### config.mk
export PLATFORM = sky130hd
export DESIGN_NAME = rectangle_point_cover_count_top
export DESIGN_NICKNAME = d
export VERILOG_FILES = /design/src/rtl/core/rpcc_pkg.sv /design/src/rtl/core/rectangle_point_cover_count_top.sv
export VERILOG_INCLUDE_DIRS = /design/src /design/src/rtl/core
export SDC_FILE = /design/constraint.sdc
export NUM_CORES = 2
export LEC_CHECK = 0
export ABC_CLOCK_PERIOD_IN_PS = 6360
export BUFFER_PORTS_ARGS = -buffer_cell sky130_fd_sc_hd__buf_2
export CAP_MARGIN = 30
export CORE_MARGIN = 5
export CORE_UTILIZATION = 40
export DETAILED_ROUTE_END_ITERATION = 12
export PLACE_DENSITY_LB_ADDON = 0.3
export SETUP_SLACK_MARGIN = 0.15
export SLEW_MARGIN = 10
export SYNTH_ARGS = -nofsm -noshare
export SYNTH_HDL_FRONTEND = slang
export SYNTH_SLANG_ARGS = --single-unit
### constraint.sdc
create_clock -name clk -period 6.36 [get_ports clk]
set_input_delay 0.636 -clock clk [delete_from_list [all_inputs] [get_ports clk]]
set_output_delay 0.636 -clock clk [all_outputs]
set_load 0.01 [all_outputs]
### src/rtl/core/rectangle_point_cover_count_top_assert.svh
// ---------------------------------------------------------------------------
// Assertion macros for the rectangle point cover count block
// Checks are compiled out when SYNTHESIS is defined.
// ---------------------------------------------------------------------------
`ifndef RECTANGLE_POINT_COVER_COUNT_TOP_ASSERT_SVH
`define RECTANGLE_POINT_COVER_COUNT_TOP_ASSERT_SVH

`ifndef SYNTHESIS

// cons must hold in the same cycle as ante
`define RPCC_ASSERT_SAME(lbl, ante, cons) \
	lbl: assert property (@(posedge clk) disable iff (!arst_n) (ante) |-> (cons)) \
		else $error("rpcc check failed");

// cons must hold starting in the cycle after ante
`define RPCC_ASSERT_NEXT(lbl, ante, cons) \
	lbl: assert property (@(posedge clk) disable iff (!arst_n) (ante) |=> (cons)) \
		else $error("rpcc check failed");

`else

`define RPCC_ASSERT_SAME(lbl, ante, cons)
`define RPCC_ASSERT_NEXT(lbl, ante, cons)

`endif

`endif

### src/rtl/core/rpcc_pkg.sv
// ---------------------------------------------------------------------------
// rpcc_pkg
// Shared constants and request codes for the rectangle point cover count.
// ---------------------------------------------------------------------------
package rpcc_pkg;

	localparam int MAX_RECTS = 16;
	localparam int COORD_W   = 32;
	localparam int IDX_W     = (MAX_RECTS > 1) ? $clog2(MAX_RECTS) : 1;
	localparam int TOTAL_W   = $clog2(MAX_RECTS + 1);
	localparam int SUM_W     = $clog2(MAX_RECTS + 1);

	localparam int COUNT_W   = 5;
	localparam int COUNT_MAX = 31;

	typedef enum logic [1:0] {
		REQ_LOAD  = 2'd0,
		REQ_QUERY = 2'd1,
		REQ_CLEAR = 2'd2
	} req_t;

endpackage

### src/rtl/core/rectangle_point_cover_count_top.sv
// ---------------------------------------------------------------------------
// rectangle_point_cover_count_top
// Rectangle table with point queries that count covering rectangles.
// ---------------------------------------------------------------------------
// Usage:
//   Raise start with req_type and its operands; the word is taken at that
//   edge since busy is always low. Load appends a half-open rectangle
//   (left <= x < right, bottom <= y < top, signed), query counts stored
//   rectangles covering (point_x, point_y), clear empties the table.
//   A load into a full table is dropped and answered with status 1.
//   Every request gives one result word: done pulses for one cycle with
//   cover_count and status. The receiver cannot hold results off.
//   The input register and then the result register lie between the accepting
//   edge and done. One request per cycle is sustained. The table is updated
//   from the input register, and queries compare there against all entries
//   at once, so a query right after a load or clear already sees it.
//   Stages: input register, then compare of every entry, popcount and
//   saturation into the result register.
//   Reset empties the table and drops any words in flight; table contents
//   are not cleared, only the fill count.
// ---------------------------------------------------------------------------
`include "rectangle_point_cover_count_top_assert.svh"

module rectangle_point_cover_count_top (
	input  logic                                clk,
	input  logic                                arst_n,
	input  logic                                start,
	output logic                                busy,
	input  logic [1:0]                          req_type,
	input  logic signed [rpcc_pkg::COORD_W-1:0] rect_left,
	input  logic signed [rpcc_pkg::COORD_W-1:0] rect_bottom,
	input  logic signed [rpcc_pkg::COORD_W-1:0] rect_right,
	input  logic signed [rpcc_pkg::COORD_W-1:0] rect_top,
	input  logic signed [rpcc_pkg::COORD_W-1:0] point_x,
	input  logic signed [rpcc_pkg::COORD_W-1:0] point_y,
	output logic                                done,
	output logic [rpcc_pkg::COUNT_W-1:0]        cover_count,
	output logic                                status
);

	// input stage
	logic                                vld_s1;
	logic [1:0]                          req_s1;
	logic signed [rpcc_pkg::COORD_W-1:0] left_s1, bottom_s1, right_s1, top_s1;
	logic signed [rpcc_pkg::COORD_W-1:0] px_s1, py_s1;

	// rectangle table
	logic signed [rpcc_pkg::COORD_W-1:0] left_q   [rpcc_pkg::MAX_RECTS];
	logic signed [rpcc_pkg::COORD_W-1:0] bottom_q [rpcc_pkg::MAX_RECTS];
	logic signed [rpcc_pkg::COORD_W-1:0] right_q  [rpcc_pkg::MAX_RECTS];
	logic signed [rpcc_pkg::COORD_W-1:0] top_q    [rpcc_pkg::MAX_RECTS];
	logic [rpcc_pkg::TOTAL_W-1:0]        total_q;

	logic                                full;
	logic                                load_s1, clear_s1, query_s1, write_s1;
	logic [rpcc_pkg::MAX_RECTS-1:0]      hit;

	// result
	logic [rpcc_pkg::SUM_W-1:0]          sum;
	logic [rpcc_pkg::COUNT_W-1:0]        count_sat;
	logic                                done_q, status_q;
	logic [rpcc_pkg::COUNT_W-1:0]        count_q;

	assign busy = 1'b0;

	always_ff @(posedge clk or negedge arst_n) begin
		if (!arst_n) begin
			vld_s1 <= 1'b0;
		end else begin
			vld_s1 <= start && !busy;
		end
	end

	always_ff @(posedge clk) begin
		if (start && !busy) begin
			req_s1    <= req_type;
			left_s1   <= rect_left;
			bottom_s1 <= rect_bottom;
			right_s1  <= rect_right;
			top_s1    <= rect_top;
			px_s1     <= point_x;
			py_s1     <= point_y;
		end
	end

	assign full     = (total_q >= rpcc_pkg::TOTAL_W'(rpcc_pkg::MAX_RECTS));
	assign load_s1  = vld_s1 && (req_s1 == rpcc_pkg::REQ_LOAD);
	assign query_s1 = vld_s1 && (req_s1 == rpcc_pkg::REQ_QUERY);
	assign clear_s1 = vld_s1 && (req_s1 == rpcc_pkg::REQ_CLEAR);
	assign write_s1 = load_s1 && !full;

	always_ff @(posedge clk or negedge arst_n) begin
		if (!arst_n) begin
			total_q <= '0;
		end else if (clear_s1) begin
			total_q <= '0;
		end else if (write_s1) begin
			total_q <= total_q + rpcc_pkg::TOTAL_W'(1);
		end
	end

	always_ff @(posedge clk) begin
		if (write_s1) begin
			left_q[total_q[rpcc_pkg::IDX_W-1:0]]   <= left_s1;
			bottom_q[total_q[rpcc_pkg::IDX_W-1:0]] <= bottom_s1;
			right_q[total_q[rpcc_pkg::IDX_W-1:0]]  <= right_s1;
			top_q[total_q[rpcc_pkg::IDX_W-1:0]]    <= top_s1;
		end
	end

	// one comparator lane per table entry; entries past the fill count never hit
	always_comb begin
		for (int k = 0; k < rpcc_pkg::MAX_RECTS; k++) begin
			hit[k] = query_s1 && (rpcc_pkg::TOTAL_W'(k) < total_q)
				&& (left_q[k] <= px_s1) && (px_s1 < right_q[k])
				&& (bottom_q[k] <= py_s1) && (py_s1 < top_q[k]);
		end
	end

	always_comb begin
		sum = '0;
		for (int k = 0; k < rpcc_pkg::MAX_RECTS; k++) begin
			sum = sum + rpcc_pkg::SUM_W'(hit[k]);
		end
		if (int'(sum) > rpcc_pkg::COUNT_MAX) begin
			count_sat = rpcc_pkg::COUNT_W'(rpcc_pkg::COUNT_MAX);
		end else begin
			count_sat = rpcc_pkg::COUNT_W'(sum);
		end
	end

	always_ff @(posedge clk or negedge arst_n) begin
		if (!arst_n) begin
			done_q <= 1'b0;
		end else begin
			done_q <= vld_s1;
		end
	end

	always_ff @(posedge clk) begin
		count_q  <= count_sat;
		status_q <= load_s1 && full;
	end

	assign done        = done_q;
	assign cover_count = count_q;
	assign status      = status_q;

	`RPCC_ASSERT_SAME(a_total_bound, 1'b1, total_q <= rpcc_pkg::TOTAL_W'(rpcc_pkg::MAX_RECTS))
	`RPCC_ASSERT_NEXT(a_clear_empties, clear_s1, total_q == '0)
	`RPCC_ASSERT_NEXT(a_latency, start && !busy, ##1 done)
	`RPCC_ASSERT_SAME(a_drop_no_count, done && status, cover_count == '0)

endmodule
==> results_dict.tcl <==
set metrics [dict create \
    cts.clk_slew.worst_paths_ns 0.06 \
    status "finished, final reports clean" \
    crit_fanout 7 \
    die_area_sq_um 300000 \
    regToRegSetupSlack_ns 0.26 \
    peakVddDrop_mv 0.224 \
    rows 197 \
    slew_headroom_pct 26.9 \
    mostFrequentLayoutCells "edfxtp_1 (2242), ha_1 (2025), inv_1 (1145)" \
    rr_worst_depth 20 \
    timing.rr.end "cover_count[1]$_DFF_P_" \
    synthCells 8628 \
    clock_latency_ns 0.89 \
    worstHoldPathCells 1 \
    cp_slowest_cell "fa_1" \
    fill_cells 25103 \
    final_nets 11921 \
    final_util_pct 47.1 \
    gp_congestion 0.902 \
    drt_iter0_drc 5511 \
    io_pins 205 \
    fin_hold_ws_ns 0.0452 \
    min_to "py_s1[25]$_DFFE_PP_" \
    tns_ns 0 \
    max_stage_delay_ns 0.57 \
    grt_pass1_wl_um 499000 \
    critPathRequiredTime_ns 7.11 \
    area.sequential_sq_um 67600 \
    syn_nets 10860 \
    numCtsBuffers 262 \
    track_usage_pct 22.4 \
    io_buffer_count 203 \
    timing.rr.start "px_s1[26]$_DFFE_PP_" \
    netlist_area_sq_um 116000 \
    fin_crit_sh_pct 96.0 \
    synth-edff-count 2242 \
    ys_types 83 \
    grt_pass1_vias 76883 \
    die_w_um 548 \
    final_area_sq_um 136000 \
    critPathCaptureType "flop" \
    p_per_area_nw_per_um2 264 \
    cts_tree "done" \
    grt_max_degree 129 \
    fp.dieH_um 548 \
    drc 0 \
    core_area_sq_um 288000 \
    dp_hpwl_um 241000 \
    clockBufferDepth 4 \
    cts_sinks 2255 \
    hold_path.class "input port to flop" \
    worstSetupPathType "flop to flop" \
    grt_setup_unrepaired "true" \
    antenna_found_initial 33 \
    crit_path_start "px_s1[26]$_DFFE_PP_" \
    ys_ff_latch 2255 \
    firstDrtPassIters 6 \
    crit_family "adder cells" \
    start_kind "flop" \
    timing.fmax_ghz 0.164 \
    period_needed_ns 6.10 \
    path_cells "clkinvlp_4 > buf_4 > buf_4 > ha_1 > nand4_1 > a21oi_1 > a2111oi_0 > buf_4 > o211ai_1 > a21oi_1 > xor2_1 > a2111o_1 > fa_1 > inv_1 > fa_1 > fa_1 > ha_1 > inv_1 > fa_2 > inv_1" \
    worstHoldStart "point_y[25]" \
    wl_um 346000 \
    drive_above_1_share_pct 11.1 \
    worstMarginPinSlew_ns 1.10 \
    hold_violations 0 \
    grt-ovfl-total 0 \
    syn_avg_cell_area_sq_um 13.4 \
    async_reset_ff_share_pct 0.310 \
    power_leakage_nw 56.7 \
    cts_max_level 5 \
    worstPathArrival_ns 6.86 \
    syn2layout_area_growth_pct 17.3 \
    synth-seq-area-share_pct 58.5 \
    final_common_cell "edfxtp_1" \
    start_util_pct 40.2 \
    clock-root-buffer "clkbuf_16" \
    drv_cap 0 \
    placedInstanceArea_sq_um 125000 \
    yosys_warnings 0 \
    drv_slew 0 \
    multiInputGateArea_sq_um 44200 \
    setup_violations 0 \
    vias_per_cell 5.52 \
    crit_buf_inv 7 \
    detail-route-antenna-nets 0 \
    ys.flop_type "edfxtp_1" \
    fin_worst_skew_ns 0.0430 \
    num_vias 75418 \
    wire_per_inst_um 25.3 \
]
report_power, final:
group,switching (mW),internal [mW]
clock network,6.12,8.42
registers,0.553,16.8
logic,2.44,1.53
total,9.11,26.8
synth_stat cells (all sizes together), types with 12 or more instances:
cell     instances  area, sq um
o21a            26          195
or3             21          131
nor2           207          777
xnor2           12          105
ha            2025        25300
nor4            44          275
nor3            86          430
nand3          135          676
a221o           14          140
and2            27          170
a21o           269         2020
a211oi          76          571
o21ai          290         1450
nand4          354         2210
nand2b          38          238
xor2            13          114
a211o           12          105
a221oi          21          190
nand2          385         1450
a41oi           13          114
a21oi          752         3760
a2111oi         64          587
edfxtp        2242        67300
a31oi           24          150
or4             13         97.6
o211ai          55          413
nor2b           56          350
inv           1157         4340
o31ai           13         97.6
and4            25          221
repair_timing:
item / 4_1_cts / 5_1_grt
pin swaps: 2 / 20
cloned: 0 / 1
endpoints found under the setup margin: 4 / 4
hold buffers: 175 / 0
buffers inserted: 8 / 29
hold endpoints to repair: 181 / 0
gates resized for setup: 24 / 116
final cells by class:
class / instances / share of cell area, %
diodes: 9 / 0.0166
clock buffers: 334 / 5.14
inverters: 1157 / 3.22
flip-flops and latches: 2255 / 49.8
well taps: 3781 / 3.49
clock inverters: 118 / 0.803
repair buffers: 808 / 4.94
multi-input cells: 5205 / 32.6
logic make-up after synthesis:
| family | after synthesis | share of synthesized area, % |
|---|---|---|
| XOR/XNOR | 25 | 0.189 |
| adder cells (fa/ha/maj) | 2035 | 22.1 |
| multiplexers | 17 | 0.155 |
| other | 1 | 0.00324 |
| AND/OR/NAND/NOR | 1421 | 6.28 |
| buffers and inverters | 1168 | 3.79 |
| AO/OA/AOI/OAI | 1706 | 9.05 |
| flip-flops | 2255 | 58.5 |
how the worst max path moves through the flow:
stage | end | slack (ns) | cells past startpoint
2_1_floorplan | cover_count[3]$_DFF_P_ | 0.31 | 20
3_3_place_gp | cover_count[3]$_DFF_P_ | 0.06 | 23
3_5_place_dp | cover_count[4]$_DFF_P_ | 0.05 | 22
4_1_cts | cover_count[4]$_DFF_P_ | 0.15 | 22
5_1_grt | cover_count[4]$_DFF_P_ | 0.11 | 21
6_report | cover_count[1]$_DFF_P_ | 0.26 | 20
registers in the layout (all words and copies together), names as in the netlist, 2 cells and up:
signal and flops:
px_s1 32, cover_count 5, bottom_q 512, left_s1 32, top_s1 32, py_s1 32
top_q 512, req_s1 2, right_s1 32, left_q 512, total_q 5, right_q 512
bottom_s1 32
through the flow:
step                      setup WS (ns)  instances  power, mW
after floorplan                   0.312       8628       19.4
after global placement           0.0617      12985       21.3
after detailed placement         0.0494      12987       21.4
after CTS                         0.155      13622       36.0
after global routing              0.109      13662       37.2
final                             0.257      13667       35.9
routing by layer:
layer  global-route usage, %  share of wire (%)  vias up
met3                    2.61                5.0      722
met2                    39.0                 49     2220
li1                        -                  -    34951
met4                    11.0                5.7        6
met5                       0             0.0098        -
met1                    27.6                 40    37519
No activity file was read; power rests on OpenSTA's default activity.
